$ cat src/design/sird_pkg.sv
// Shared types, constants and helpers for the signed-integer-to-radix-digits block.
package sird_pkg;

  localparam int VALUE_W       = 32;
  localparam int SYM_W         = 8;
  localparam int RADIX_W       = 5;
  localparam int ALPHA_N       = 16;
  localparam int ALPHA_IDX_W   = 4;
  localparam int ALPHA_W       = ALPHA_N * SYM_W;
  localparam int HALF_ALPHA_W  = ALPHA_W / 2;
  localparam int MAX_RADIX_DEF = 16;

  // A 32-bit magnitude never needs more than 32 digits (radix 2).
  localparam int DIGITS_MAX    = VALUE_W;
  localparam int STK_IDX_W     = $clog2(DIGITS_MAX);
  localparam int STK_CNT_W     = $clog2(DIGITS_MAX + 1);

  // Divider processes this many dividend bits per cycle.
  localparam int DIV_BITS      = 8;
  localparam int DIV_CYCLES    = VALUE_W / DIV_BITS;
  localparam int DIV_CNT_W     = $clog2(DIV_CYCLES);

  localparam logic [SYM_W-1:0] SYM_MINUS = 8'h2D;
  localparam logic [SYM_W-1:0] SYM_PLUS  = 8'h2B;

  // Configuration register indexes.
  localparam int CFG_IDX_W = 2;
  localparam logic [CFG_IDX_W-1:0] CFG_RADIX      = 2'd0;
  localparam logic [CFG_IDX_W-1:0] CFG_ALPHA_LOW  = 2'd1;
  localparam logic [CFG_IDX_W-1:0] CFG_ALPHA_HIGH = 2'd2;
  localparam int CFG_DATA_W = 64;

  typedef struct packed {
    logic                 start;
    logic [VALUE_W-1:0]   dividend;
    logic [RADIX_W-1:0]   divisor;
  } div_req_t;

  typedef struct packed {
    logic                 done;
    logic [VALUE_W-1:0]   quotient;
    logic [RADIX_W-1:0]   remainder;
  } div_rsp_t;

  typedef struct packed {
    logic                 start;
    logic [RADIX_W-1:0]   radix;
    logic [ALPHA_W-1:0]   alphabet;
  } chk_req_t;

  typedef struct packed {
    logic                 done;
    logic                 ok;
  } chk_rsp_t;

  typedef struct packed {
    logic                 push;
    logic                 pop;
  } stk_ctl_t;

  function automatic logic [SYM_W-1:0] symbol_at(input logic [ALPHA_W-1:0]     alpha,
                                                 input logic [ALPHA_IDX_W-1:0] idx);
    return alpha[{idx, 3'b000} +: SYM_W];
  endfunction

endpackage

$ cat src/design/sird_in_if.sv
// Input channel: one signed value per transfer.
interface sird_in_if;
  logic                                valid;
  logic                                ready;
  logic signed [sird_pkg::VALUE_W-1:0] value;

  modport source (output valid, output value, input ready);
  modport sink   (input valid, input value, output ready);
endinterface

$ cat src/design/sird_out_if.sv
// Result channel: one text symbol per transfer.
interface sird_out_if;
  logic                        valid;
  logic                        ready;
  logic [sird_pkg::SYM_W-1:0]  symbol;
  logic                        base_error;
  logic                        last;

  modport source (output valid, output symbol, output base_error, output last, input ready);
  modport sink   (input valid, input symbol, input base_error, input last, output ready);
endinterface

$ cat src/design/sird_cfg_if.sv
// Configuration write channel: register index and data.
interface sird_cfg_if;
  logic                              valid;
  logic                              ready;
  logic [sird_pkg::CFG_IDX_W-1:0]    index;
  logic [sird_pkg::CFG_DATA_W-1:0]   data;

  modport source (output valid, output index, output data, input ready);
  modport sink   (input valid, input index, input data, output ready);
endinterface

$ cat src/design/sird_divider.sv
// Iterative restoring divider: 32-bit magnitude by a 5-bit radix, 8 bits per cycle.
module sird_divider (
  input  logic               clk,
  input  logic               rst_n,
  input  sird_pkg::div_req_t req,
  output sird_pkg::div_rsp_t rsp
);

  logic [sird_pkg::VALUE_W-1:0]   work_r, work_nxt;
  logic [sird_pkg::RADIX_W-1:0]   rem_r, rem_nxt;
  logic [sird_pkg::RADIX_W-1:0]   div_r;
  logic [sird_pkg::DIV_CNT_W-1:0] cnt_r;
  logic                           busy_r;
  logic                           done_r;

  // Eight shift-compare-subtract steps; remainder stays below the divisor.
  always_comb begin
    logic [sird_pkg::VALUE_W-1:0] w;
    logic [sird_pkg::RADIX_W-1:0] r;
    w = work_r;
    r = rem_r;
    for (int k = 0; k < sird_pkg::DIV_BITS; k++) begin
      r = {r[sird_pkg::RADIX_W-2:0], w[sird_pkg::VALUE_W-1]};
      w = {w[sird_pkg::VALUE_W-2:0], 1'b0};
      if (r >= div_r) begin
        r    = r - div_r;
        w[0] = 1'b1;
      end
    end
    work_nxt = w;
    rem_nxt  = r;
  end

  always_ff @(posedge clk) begin
    if (!rst_n) begin
      busy_r <= 1'b0;
      done_r <= 1'b0;
    end else begin
      done_r <= 1'b0;
      if (req.start) begin
        busy_r <= 1'b1;
        work_r <= req.dividend;
        rem_r  <= '0;
        div_r  <= req.divisor;
        cnt_r  <= '0;
      end else if (busy_r) begin
        work_r <= work_nxt;
        rem_r  <= rem_nxt;
        cnt_r  <= cnt_r + 1'b1;
        if (cnt_r == sird_pkg::DIV_CNT_W'(sird_pkg::DIV_CYCLES - 1)) begin
          busy_r <= 1'b0;
          done_r <= 1'b1;
        end
      end
    end
  end

  assign rsp.done      = done_r;
  assign rsp.quotient  = work_r;
  assign rsp.remainder = rem_r;

endmodule

$ cat src/design/sird_alpha_check.sv
// Alphabet validation: one symbol per cycle against sign bytes and all later symbols.
module sird_alpha_check #(
  parameter int MAX_RADIX = sird_pkg::MAX_RADIX_DEF
) (
  input  logic               clk,
  input  logic               rst_n,
  input  sird_pkg::chk_req_t req,
  output sird_pkg::chk_rsp_t rsp
);

  logic                             busy_r;
  logic                             done_r;
  logic                             ok_r;
  logic [sird_pkg::ALPHA_IDX_W-1:0] idx_r;
  logic [sird_pkg::SYM_W-1:0]       sym_i;
  logic                             bad;
  logic                             final_i;
  logic                             radix_bad;

  assign radix_bad = (req.radix < sird_pkg::RADIX_W'(2)) ||
                     (req.radix > sird_pkg::RADIX_W'(MAX_RADIX));

  always_comb begin
    sym_i = sird_pkg::symbol_at(req.alphabet, idx_r);
    bad   = (sym_i == sird_pkg::SYM_MINUS) || (sym_i == sird_pkg::SYM_PLUS);
    for (int j = 0; j < sird_pkg::ALPHA_N; j++) begin
      if ((sird_pkg::RADIX_W'(j) > sird_pkg::RADIX_W'(idx_r)) &&
          (sird_pkg::RADIX_W'(j) < req.radix) &&
          (sird_pkg::symbol_at(req.alphabet, sird_pkg::ALPHA_IDX_W'(j)) == sym_i)) begin
        bad = 1'b1;
      end
    end
    final_i = (sird_pkg::RADIX_W'(idx_r) + sird_pkg::RADIX_W'(1)) == req.radix;
  end

  always_ff @(posedge clk) begin
    if (!rst_n) begin
      busy_r <= 1'b0;
      done_r <= 1'b0;
    end else begin
      done_r <= 1'b0;
      if (req.start) begin
        if (radix_bad) begin
          done_r <= 1'b1;
          ok_r   <= 1'b0;
        end else begin
          busy_r <= 1'b1;
          idx_r  <= '0;
        end
      end else if (busy_r) begin
        if (bad) begin
          busy_r <= 1'b0;
          done_r <= 1'b1;
          ok_r   <= 1'b0;
        end else if (final_i) begin
          busy_r <= 1'b0;
          done_r <= 1'b1;
          ok_r   <= 1'b1;
        end else begin
          idx_r  <= idx_r + 1'b1;
        end
      end
    end
  end

  assign rsp.done = done_r;
  assign rsp.ok   = ok_r;

endmodule

$ cat src/design/sird_digit_stack.sv
// Digit stack: digits pushed least significant first, popped most significant first.
module sird_digit_stack #(
  parameter int DW = 4
) (
  input  logic                           clk,
  input  logic                           rst_n,
  input  sird_pkg::stk_ctl_t             ctl,
  input  logic [DW-1:0]                  push_digit,
  output logic [DW-1:0]                  top_digit,
  output logic [sird_pkg::STK_CNT_W-1:0] count
);

  logic [DW-1:0]                  mem_r [sird_pkg::DIGITS_MAX];
  logic [sird_pkg::STK_CNT_W-1:0] count_r;
  logic [DW-1:0]                  top_r;
  logic [sird_pkg::STK_CNT_W-1:0] below_pos;

  always_ff @(posedge clk) begin
    if (!rst_n) begin
      count_r <= '0;
    end else if (ctl.push) begin
      count_r <= count_r + 1'b1;
    end else if (ctl.pop) begin
      count_r <= count_r - 1'b1;
    end
  end

  // Entry just under the top; becomes the top after a pop.
  assign below_pos = count_r - sird_pkg::STK_CNT_W'(2);

  always_ff @(posedge clk) begin
    if (ctl.push) begin
      mem_r[count_r[sird_pkg::STK_IDX_W-1:0]] <= push_digit;
      top_r <= push_digit;
    end else if (ctl.pop) begin
      top_r <= mem_r[below_pos[sird_pkg::STK_IDX_W-1:0]];
    end
  end

  assign top_digit = top_r;
  assign count     = count_r;

endmodule

$ cat src/design/signed_int_to_radix_digits_core.sv
// Top level: signed 32-bit value to radix text, with alphabet validation.
//
//   channel  dir  handshake      payload
//   in_ch    in   valid/ready    value (signed 32)
//   out_ch   out  valid/ready    symbol (8), base_error, last
//   cfg_ch   in   valid/ready    index (2), data (64); ready always high
//
// One value at a time. Validation walks the alphabet one symbol a cycle,
// and each digit then takes one pass through the shared divider. The
// longest conversion is for radix 2 and the most negative value. Reset is
// synchronous and clears the config registers, sequencer and valid flags.
// A stalled output holds the sequencer; the last symbol waits in the
// output register while the next value is taken in.
module signed_int_to_radix_digits_core #(
  parameter int MAX_RADIX = sird_pkg::MAX_RADIX_DEF
) (
  input  logic        clk,
  input  logic        rst_n,
  sird_in_if.sink     in_ch,
  sird_out_if.source  out_ch,
  sird_cfg_if.sink    cfg_ch
);

  localparam int DW = $clog2(MAX_RADIX);

  typedef enum logic [2:0] {
    ST_IDLE,
    ST_CHECK,
    ST_DIV,
    ST_ERR,
    ST_SIGN,
    ST_EMIT
  } state_t;

  // Configuration registers
  logic [sird_pkg::RADIX_W-1:0]      radix_r;
  logic [sird_pkg::HALF_ALPHA_W-1:0] alpha_lo_r;
  logic [sird_pkg::HALF_ALPHA_W-1:0] alpha_hi_r;
  logic [sird_pkg::ALPHA_W-1:0]      alphabet;

  // Sequencer
  state_t                       state_r, state_nxt;
  logic                         neg_r, neg_nxt;
  logic [sird_pkg::VALUE_W-1:0] mag_r, mag_nxt;
  logic                         chk_start_r, chk_start_nxt;
  logic                         div_start_r, div_start_nxt;
  logic [sird_pkg::VALUE_W-1:0] in_mag;

  // Output register
  logic                         out_valid_r, out_valid_nxt;
  logic [sird_pkg::SYM_W-1:0]   out_sym_r, out_sym_nxt;
  logic                         out_err_r, out_err_nxt;
  logic                         out_last_r, out_last_nxt;
  logic                         out_free;

  sird_pkg::chk_req_t chk_req;
  sird_pkg::chk_rsp_t chk_rsp;
  sird_pkg::div_req_t div_req;
  sird_pkg::div_rsp_t div_rsp;
  sird_pkg::stk_ctl_t stk_ctl;

  logic [DW-1:0]                  top_digit;
  logic [sird_pkg::STK_CNT_W-1:0] stk_count;

  // ---- configuration port ----
  assign cfg_ch.ready = 1'b1;

  always_ff @(posedge clk) begin
    if (!rst_n) begin
      radix_r    <= '0;
      alpha_lo_r <= '0;
      alpha_hi_r <= '0;
    end else if (cfg_ch.valid) begin
      case (cfg_ch.index)
        sird_pkg::CFG_RADIX:      radix_r    <= cfg_ch.data[sird_pkg::RADIX_W-1:0];
        sird_pkg::CFG_ALPHA_LOW:  alpha_lo_r <= cfg_ch.data;
        sird_pkg::CFG_ALPHA_HIGH: alpha_hi_r <= cfg_ch.data;
        default: ;  // unmapped index: write dropped
      endcase
    end
  end

  assign alphabet = {alpha_hi_r, alpha_lo_r};

  // ---- shared units ----
  assign chk_req.start    = chk_start_r;
  assign chk_req.radix    = radix_r;
  assign chk_req.alphabet = alphabet;

  sird_alpha_check #(.MAX_RADIX(MAX_RADIX)) u_check (
    .clk   (clk),
    .rst_n (rst_n),
    .req   (chk_req),
    .rsp   (chk_rsp)
  );

  assign div_req.start    = div_start_r;
  assign div_req.dividend = mag_r;
  assign div_req.divisor  = radix_r;

  sird_divider u_div (
    .clk   (clk),
    .rst_n (rst_n),
    .req   (div_req),
    .rsp   (div_rsp)
  );

  sird_digit_stack #(.DW(DW)) u_stack (
    .clk        (clk),
    .rst_n      (rst_n),
    .ctl        (stk_ctl),
    .push_digit (div_rsp.remainder[DW-1:0]),
    .top_digit  (top_digit),
    .count      (stk_count)
  );

  // Magnitude in two's complement; the most negative value maps to 2^31.
  assign in_mag = in_ch.value[sird_pkg::VALUE_W-1] ?
                  (~unsigned'(in_ch.value) + 1'b1) : unsigned'(in_ch.value);

  assign in_ch.ready = (state_r == ST_IDLE);
  assign out_free    = !out_valid_r || out_ch.ready;

  // ---- sequencer ----
  always_comb begin
    state_nxt     = state_r;
    neg_nxt       = neg_r;
    mag_nxt       = mag_r;
    chk_start_nxt = 1'b0;
    div_start_nxt = 1'b0;
    stk_ctl.push  = 1'b0;
    stk_ctl.pop   = 1'b0;
    out_valid_nxt = out_valid_r && !out_ch.ready;
    out_sym_nxt   = out_sym_r;
    out_err_nxt   = out_err_r;
    out_last_nxt  = out_last_r;

    case (state_r)
      ST_IDLE: begin
        if (in_ch.valid) begin
          neg_nxt       = in_ch.value[sird_pkg::VALUE_W-1];
          mag_nxt       = in_mag;
          chk_start_nxt = 1'b1;
          state_nxt     = ST_CHECK;
        end
      end
      ST_CHECK: begin
        if (chk_rsp.done) begin
          if (chk_rsp.ok) begin
            div_start_nxt = 1'b1;
            state_nxt     = ST_DIV;
          end else begin
            state_nxt     = ST_ERR;
          end
        end
      end
      ST_DIV: begin
        // digits come out least significant first; stack reverses them
        if (div_rsp.done) begin
          stk_ctl.push = 1'b1;
          mag_nxt      = div_rsp.quotient;
          if (div_rsp.quotient != '0) begin
            div_start_nxt = 1'b1;
          end else begin
            state_nxt = neg_r ? ST_SIGN : ST_EMIT;
          end
        end
      end
      ST_ERR: begin
        if (out_free) begin
          out_valid_nxt = 1'b1;
          out_sym_nxt   = '0;
          out_err_nxt   = 1'b1;
          out_last_nxt  = 1'b1;
          state_nxt     = ST_IDLE;
        end
      end
      ST_SIGN: begin
        if (out_free) begin
          out_valid_nxt = 1'b1;
          out_sym_nxt   = sird_pkg::SYM_MINUS;
          out_err_nxt   = 1'b0;
          out_last_nxt  = 1'b0;
          state_nxt     = ST_EMIT;
        end
      end
      ST_EMIT: begin
        if (out_free) begin
          out_valid_nxt = 1'b1;
          out_sym_nxt   = sird_pkg::symbol_at(alphabet,
                                              sird_pkg::ALPHA_IDX_W'(top_digit));
          out_err_nxt   = 1'b0;
          out_last_nxt  = (stk_count == sird_pkg::STK_CNT_W'(1));
          stk_ctl.pop   = 1'b1;
          if (stk_count == sird_pkg::STK_CNT_W'(1)) begin
            state_nxt = ST_IDLE;
          end
        end
      end
      default: begin
        state_nxt = ST_IDLE;
      end
    endcase
  end

  always_ff @(posedge clk) begin
    if (!rst_n) begin
      state_r     <= ST_IDLE;
      chk_start_r <= 1'b0;
      div_start_r <= 1'b0;
      out_valid_r <= 1'b0;
    end else begin
      state_r     <= state_nxt;
      chk_start_r <= chk_start_nxt;
      div_start_r <= div_start_nxt;
      out_valid_r <= out_valid_nxt;
      neg_r       <= neg_nxt;
      mag_r       <= mag_nxt;
      out_sym_r   <= out_sym_nxt;
      out_err_r   <= out_err_nxt;
      out_last_r  <= out_last_nxt;
    end
  end

  assign out_ch.valid      = out_valid_r;
  assign out_ch.symbol     = out_sym_r;
  assign out_ch.base_error = out_err_r;
  assign out_ch.last       = out_last_r;

endmodule

$ cat src/flat_wrapper.sv
// flat-port wrapper written by rule: the top's interface ports become plain ports
module signed_int_to_radix_digits_core_flat 
#(
  parameter int MAX_RADIX = sird_pkg::MAX_RADIX_DEF
)
  (clk, rst_n, in_ch_valid, in_ch_value, in_ch_ready, out_ch_valid, out_ch_symbol, out_ch_base_error, out_ch_last, out_ch_ready, cfg_ch_valid, cfg_ch_index, cfg_ch_data, cfg_ch_ready);
  sird_in_if in_ch_i ();
  sird_out_if out_ch_i ();
  sird_cfg_if cfg_ch_i ();
  input  logic clk;
  input  logic rst_n;
  input wire logic [$bits(in_ch_i.valid)-1:0] in_ch_valid;
  input wire logic [$bits(in_ch_i.value)-1:0] in_ch_value;
  output wire logic [$bits(in_ch_i.ready)-1:0] in_ch_ready;
  output wire logic [$bits(out_ch_i.valid)-1:0] out_ch_valid;
  output wire logic [$bits(out_ch_i.symbol)-1:0] out_ch_symbol;
  output wire logic [$bits(out_ch_i.base_error)-1:0] out_ch_base_error;
  output wire logic [$bits(out_ch_i.last)-1:0] out_ch_last;
  input wire logic [$bits(out_ch_i.ready)-1:0] out_ch_ready;
  input wire logic [$bits(cfg_ch_i.valid)-1:0] cfg_ch_valid;
  input wire logic [$bits(cfg_ch_i.index)-1:0] cfg_ch_index;
  input wire logic [$bits(cfg_ch_i.data)-1:0] cfg_ch_data;
  output wire logic [$bits(cfg_ch_i.ready)-1:0] cfg_ch_ready;
  assign in_ch_i.valid = in_ch_valid;
  assign in_ch_i.value = in_ch_value;
  assign in_ch_ready = in_ch_i.ready;
  assign out_ch_valid = out_ch_i.valid;
  assign out_ch_symbol = out_ch_i.symbol;
  assign out_ch_base_error = out_ch_i.base_error;
  assign out_ch_last = out_ch_i.last;
  assign out_ch_i.ready = out_ch_ready;
  assign cfg_ch_i.valid = cfg_ch_valid;
  assign cfg_ch_i.index = cfg_ch_index;
  assign cfg_ch_i.data = cfg_ch_data;
  assign cfg_ch_ready = cfg_ch_i.ready;
  signed_int_to_radix_digits_core #(.MAX_RADIX(MAX_RADIX)) u_core (.clk(clk), .rst_n(rst_n), .in_ch(in_ch_i), .out_ch(out_ch_i), .cfg_ch(cfg_ch_i));
endmodule
$ cat config.mk
export PLATFORM = sky130hd
export DESIGN_NAME = signed_int_to_radix_digits_core_flat
export DESIGN_NICKNAME = d
export VERILOG_FILES = /design/src/design/sird_pkg.sv /design/src/design/sird_in_if.sv /design/src/design/sird_out_if.sv /design/src/design/sird_cfg_if.sv /design/src/design/sird_divider.sv /design/src/design/sird_alpha_check.sv /design/src/design/sird_digit_stack.sv /design/src/design/signed_int_to_radix_digits_core.sv /design/src/flat_wrapper.sv
export SDC_FILE = /design/constraint.sdc
export NUM_CORES = 1
export LEC_CHECK = 0
export BUFFER_PORTS_ARGS = -buffer_cell sky130_fd_sc_hd__clkbuf_2
export CAP_MARGIN = 20
export CORE_MARGIN = 4
export CORE_UTILIZATION = 25
export DETAILED_ROUTE_END_ITERATION = 12
export PLACE_DENSITY = 0.39
export SLEW_MARGIN = 20
export SYNTH_ARGS = -nofsm -noshare
export SYNTH_HDL_FRONTEND = slang
export SYNTH_SLANG_ARGS = --single-unit
$ cat constraint.sdc
create_clock -name clk -period 29 [get_ports clk]
set_clock_uncertainty 0.2 [all_clocks]
set_input_delay 1.45 -clock clk [delete_from_list [all_inputs] [get_ports clk]]
set_output_delay 1.45 -clock clk [all_outputs]
set_load 0.01 [all_outputs]
### Word-level counts from Yosys, hierarchy flattened

Memory sizes are Yosys's and may differ from the RTL's.
Cells that the tools add are included.

| storage, ports and cells | value |
|---|---|
| flip-flop bits (word level) | 244 |
| bits in writable memories | 128 |
| input bits | 103 |
| output and inout port bits | 13 |
| word-level logic and storage cells | 288 |
| memories kept | 1 |

Memory list:

| memory | depth | width | rd ports | clocked after memory_dff | write ports | line | source |
|---|---|---|---|---|---|---|---|
| u_core.u_stack.mem_r | 32 | 4 | 1 | 0 | 1 | sird_digit_stack.sv:13 | `logic [DW-1:0] mem_r [sird_pkg::DIGITS_MAX];` |

| cells by class | value |
|---|---|
| add/sub/neg operators | 15 |
| magnitude comparators | 40 |
| eq/ne operators | 40 |
| shifts and indexed selects | 2 |
| muxes and demuxes | 101 |
| bitwise logic cells | 3 |
| reduce and logical (&&, ||, !) cells | 62 |

Operator list:

| operator | count |
|---|---|
| indexed part select 128 x 8 -> 8 bit | 2 |
| two-way mux 32 bit | 5 |
| equality test 8 bit | 15 |
| two-way mux 4 bit | 16 |
| one-hot mux 32 bit (2 select lines) | 1 |
| two-way mux 1 bit | 60 |
| >= comparator 5 bit | 8 |
| < comparator 4 x 5 -> 1 bit (first input constant) | 8 |
| adder 32 x 1 -> 32 bit (second input constant) | 1 |
| greater-than comparator 4 bit (first input constant) | 8 |
| NOT 32 bit | 1 |
| nonzero test 32 bit | 1 |
| subtractor 4 bit | 8 |
| logical AND 1 bit | 31 |
| two-way mux 3 bit | 8 |
| two-way mux 8 bit | 3 |
| one-hot mux 8 bit (3 select lines) | 1 |
| < comparator 3 x 5 -> 1 bit (first input constant) | 4 |
| one-hot mux 3 bit (6 select lines) | 1 |
| equality test 8 x 6 -> 1 bit (second input constant) | 2 |
| greater-than comparator 3 x 4 -> 1 bit (first input constant) | 4 |
| inequality test 2 x 1 -> 1 bit (second input constant) | 7 |
| two-way mux 6 bit | 2 |
| inequality test 2 bit (second input constant) | 6 |
| other kinds (36) | 60 |

### Longest topological paths before layout

| depth | value |
|---|---|
| depth in word-level cells | 21 |
| gate-level depth with buffers | 71 |
| mapped depth without buffers | 70 |

### By module

A second synthesis with hierarchy kept.

| unflattened totals | value |
|---|---|
| cells, all modules | 2147 |
| area total of the unflattened synthesis | 22394.0 um^2 |

By module, submodules not included:

| module | times used | cells an instance | area an instance (um^2) | seq. area each (um^2) |
|---|---|---|---|---|
| signed_int_to_radix_digits_core | 1 | 947 | 8446.9 | 4073.9 |
| sird_digit_stack | 1 | 306 | 5670.4 | 4083.9 |
| sird_alpha_check | 1 | 560 | 4639.4 | 190.2 |
| sird_divider | 1 | 334 | 3637.2 | 1361.3 |

### Worst setup path after synthesis

OpenSTA, ideal clock, no wires.

| timing | value |
|---|---|
| path kind | register to register |
| start | register u_core.u_div.div_r[1] (netlist name) |
| end | register u_core.u_div.work_r[0] (netlist name) (data pin) |
| arrival time | 12809 ps |
| data required time | 28540 ps |
| path slack | 15731 ps |
| stages on the path, launching flop included | 70 |
| buffers on the path | 1 |
| period minus slack after synthesis | 13269 ps |
| cell sequence | edfxtp_1 > inv_1 > ha_1 > a21o_1 > a21o_1 > a31o_2 > a21o_1 > a21o_1 > mux2_2 > inv_1 > ha_1 > nor2b_1 > o21ai_0 > nand2b_1 > a31o_2 > a21o_1 > a21o_1 > mux2_2 > [... 34 more ...] > mux2_2 > inv_1 > ha_1 > nor2b_1 > o21ai_0 > nand2b_1 > a31o_2 > a21o_1 > a21o_1 > mux2i_1 > ha_1 > a21o_1 > a21oi_1 > a21boi_0 > o21ai_0 > nand2b_1 > clkbuf_1 > mux2_2 |

| between the ends | value |
|---|---|
| word-level cells in the longest chain between the ends | 18 |

RTL lines:

| item | line | source |
|---|---|---|
| from (decl) | sird_divider.sv:11 | `logic [sird_pkg::RADIX_W-1:0] div_r;` |
| from (signal assigned) | sird_divider.sv:44 | `div_r <= req.divisor;` |
| subtractor 4 bit / >= comparator 5 bit (equally long branches) | sird_divider.sv:26, sird_divider.sv:25 |  |
| two-way mux 4 bit | sird_divider.sv:25 | `if (r >= div_r) begin` |
| subtractor 4 bit / >= comparator 5 bit (equally long branches) | sird_divider.sv:26, sird_divider.sv:25 |  |
| two-way mux 4 bit | sird_divider.sv:25 |  |
| subtractor 4 bit / >= comparator 5 bit (equally long branches) | sird_divider.sv:26, sird_divider.sv:25 |  |
| two-way mux 4 bit | sird_divider.sv:25 |  |
| >= comparator 5 bit / subtractor 4 bit (equally long branches) | sird_divider.sv:25, sird_divider.sv:26 |  |
| two-way mux 4 bit | sird_divider.sv:25 |  |
| [... 2 more ...] | - |  |
| subtractor 4 bit / >= comparator 5 bit (equally long branches) | sird_divider.sv:26, sird_divider.sv:25 |  |
| two-way mux 4 bit | sird_divider.sv:25 |  |
| subtractor 4 bit / >= comparator 5 bit (equally long branches) | sird_divider.sv:26, sird_divider.sv:25 |  |
| two-way mux 4 bit | sird_divider.sv:25 |  |
| >= comparator 5 bit (*) | sird_divider.sv:25 |  |
| two-way mux 1 bit (*) | sird_divider.sv:25 |  |
| two-way mux 32 bit (*) | sird_divider.sv:46 | `end else if (busy_r) begin` |
| two-way mux 32 bit (*) | sird_divider.sv:40 | `if (req.start) begin` |
| to (signal assigned) | sird_divider.sv:42 | `work_r <= req.dividend;` |
| to (signal assigned) | sird_divider.sv:47 | `work_r <= work_nxt;` |
| to (decl) | sird_divider.sv:9 | `logic [sird_pkg::VALUE_W-1:0] work_r, work_nxt;` |

Mark *: on every way between the ends. The rest lies on a longest branch, timed or not. The select of a mux whose other input is x is not followed.
A chain may end at the register's enable or synchronous reset.

### Worst setup path after layout

Same ends and word-level chain as after synthesis.

==> summary.txt <==
Status
  – Outcome: finished clean

Route
  – Post-route ant nets: 0
  – Via Count: 16600
  – DR WL met3: 4210 microns
  – 1st-pass router iterations: 7
  – Vias per Instance: 5.04
  – WL met1: 35000 microns
  – Highest routed layer: met5
  – DRC viols: 0
  – WL/cell: 23.8 microns
  – Starting DRC count in detailed routing: 1359
  – Total wire length: 78400 microns
  – Routed wl met2: 37000 microns

Setup path
  – R2r setup slk: 14230 ps
  – R2R Path End: u_core.u_div.work_r[0]
  – Slowest cell on the critical path: edfxtp_1
  – Req. time, crit path: 29130 ps
  – CP Launch Type: register
  – Crit path DAT: 14900 ps
  – Worst R2R Path Depth: 68
  – Critical path class: reg -> reg
  – Endpoint class of the critical path: register
  – Most frequent cell on the critical path: a21o_1
  – R2r startpoint: u_core.u_div.div_r[1]
  – CP peak stage delay: 720 ps
  – Cell family with most CP delay: compound AO/OA/AOI/OAI gates
  – Buf+Inv Stages, Crit Path: 7
  – Crit-path max FO: 10

Clock tree
  – CTS Hold Bufs: 0
  – Post-CTS Setup Repair Bufs: 0
  – Root Buffer Master: clkbuf_16
  – CTS buffer count: 45
  – Clk_lat worst skew: 580 ps
  – H-tree lvl count: 2
  – Post-CTS Resized: 0
  – # clock sinks: 372
  – Clock Pin Slew Worst Setup and Hold Paths: 70 ps
  – Clock buffer depth: 3
  – CTS tree: yes

Hold path
  – Hold Path End: u_core.u_div.done_r
  – Worst min-delay path category: reg -> reg
  – Hold Path Depth: 2
  – Worst Hold Launch: u_core.u_div.busy_r

Timing
  – Slew Limit Fails: 0
  – RSZ-0062 raised after global routing: false
  – Final Hold Fails: 0
  – Final period util: 50.9%
  – Final worst slack: 14230 ps
  – Setup TNS: 0 ps
  – Slew margin rel.: 24.0%
  – Tmin final: 14770 ps
  – Hold slack: 236 ps
  – Peak Freq: 0.0677 GHz
  – Worst-Margin Slew: 1110 ps
  – # setup viols final: 0

Power and ir drop
  – Leakage power: 0.00845 uW
  – Power density cells: 58.0 mW/mm^2
  – Final total power: 1440 uW
  – Sequential fraction of design power: 43.0%
  – Clock power frac: 39.4%
  – Worst vdd ir: 0.0335 mV
  – Internal power: 1030 uW
  – Psw: 410 uW
  – Logic gate share of total power: 17.7%
  – Switching part of the total: 28.5%

Final layout
  – N_diodes: 0
  – Area growth, synth to finish: 15.2%
  – Commonest cells after routing, fill and taps aside: nand2_1, edfxtp_1, a21oi_1
  – Most common cell after layout, fill and taps aside: nand2_1
  – Finished Core Util: 29.1%
  – Layout cells sized above 1: 19.6%
  – Post-layout net count: 2284

GRT
  – Initial antenna violation count: 2
  – GR Util All Layers: 16.9%
  – First-pass GRT wire length: 114000 microns
  – Pin count of the biggest net entering global routing: 80
  – Grt ovf: 0
  – Vias in the first global route: 16400

Run
  – Max cap viols: 0

Placed design
  – Post-Place Worst Slack: 14230 ps
  – Placer Congestion: 0.932
  – Post-DP HPWL: 57000 microns
  – Port bufs: 114

Yosys
  – Net count after synthesis: 2210
  – Distinct cells, synth: 82
  – Cell count after synthesis: 2045
  – Syn_area_per_cell: 10.5 sq um
  – Cell Area, Synth: 0.0215 sq mm
  – Synth warn: 0
  – Async set-reset flop share out of synthesis: 0%
  – EDFF count, synth: 223
  – Synth Register Bits: 372
  – Main synth FF type: edfxtp_1
  – Sequential area share after synthesis: 45.0%

Floorplan
  – Die Y-Extent: 301 microns
  – Io pins: 116
  – Die area: 0.0908 sq mm
  – Initial Util: 25.2%
  – Site Rows: 107
  – DIE WIDTH: 301 microns
  – Core ar.: 0.0853 sq mm
==> worst min-delay path: stages (launching register included) <==
cell and delay (ps):
dfxtp_1 310, nand2_1 60, nor3_1 50
==> Yosys cell counts, drive strengths merged, types with 19 or more instances <==
cell type    n  area share, %
nand2      349            6.1
edfxtp     223             31
a21oi      172            4.0
dfxtp      149             14
nor2       111            2.0
xnor2      100            4.1
clkbuf      96            1.7
mux4        92            9.6
o21ai       86            2.0
xor2        75            3.1
mux2        70            3.7
ha          54            3.1
mux2i       48            2.3
inv         36           0.63
nand3       27           0.63
nor3        27           0.63
buf         26           0.59
or3         20           0.58
a21o        19           0.66
nor2b       19           0.55
==> cell families after synthesis <==
group / synth area share, %
AND/OR/NAND/NOR: 14.0
AO/OA/AOI/OAI: 11.4
flip-flops: 45.0
multiplexers: 15.6
XOR/XNOR: 7.13
buffers and inverters: 2.92
adder cells (fa/ha/maj): 3.89
other: 0.0174
==> registers in the layout, indices dropped and copies added, names as in the netlist, 6 cells and up <==
signal                count
u_core.out_ch.symbol      8
u_core.u_stack.count      6
u_core.mag_r             32
u_core.u_div.work_r      32
u_core.alpha_hi_r        64
u_core.alpha_lo_r        64
u_core.u_stack.mem_r    128
==> how the worst max path moves through the flow <==
stage | endpoint | cells after the start | from | slack (ps)
floorplan | u_core.u_div.work_r[0] | 69 | u_core.u_div.div_r[1] | 15730
global placement | u_core.u_div.work_r[0] | 68 | u_core.u_div.div_r[1] | 14490
detailed placement | u_core.u_div.work_r[0] | 68 | u_core.u_div.div_r[1] | 14230
CTS | u_core.u_div.work_r[0] | 68 | u_core.u_div.div_r[1] | 14230
global route | u_core.u_div.work_r[0] | 68 | u_core.u_div.div_r[1] | 13330
finish | u_core.u_div.work_r[0] | 68 | u_core.u_div.div_r[1] | 14230
==> power by group through the flow <==
stage	Sequential (uW)	Clock, uW	Combinational (uW)
after CTS	617	586	256
after detailed placement	628	0	254
final	617	566	254
after global routing	620	606	277
after floorplan	609	0	177
after global placement	628	0	254
==> cell type report <==
cell class	count	area, sq um
Timing Repair Buffer	149	841
Inverter	37	141
Clock buffer	59	1210
Tap cell	1144	1430
Sequential cell	372	9680
Clock inverter	19	238
Fill cell	8932	60500
Multi-Input combinational cell	1514	11200
==> per-stage QoR <==
stage | instance area, sq um | cells
final | 24800 | 3294
after global routing | 24800 | 3294
after CTS | 24800 | 3293
after detailed placement | 23300 | 3215
after global placement | 23300 | 3215
after floorplan | 21500 | 2045
==> layer usage <==
layer / vias to the layer above / GRT usage [%]
met5: - / 0
met4: 2 / 4.79
met3: 119 / 2.78
met2: 468 / 27.9
met1: 8369 / 22.9
li1: 7636 / -
No activity file was read; power rests on OpenSTA's default activity.
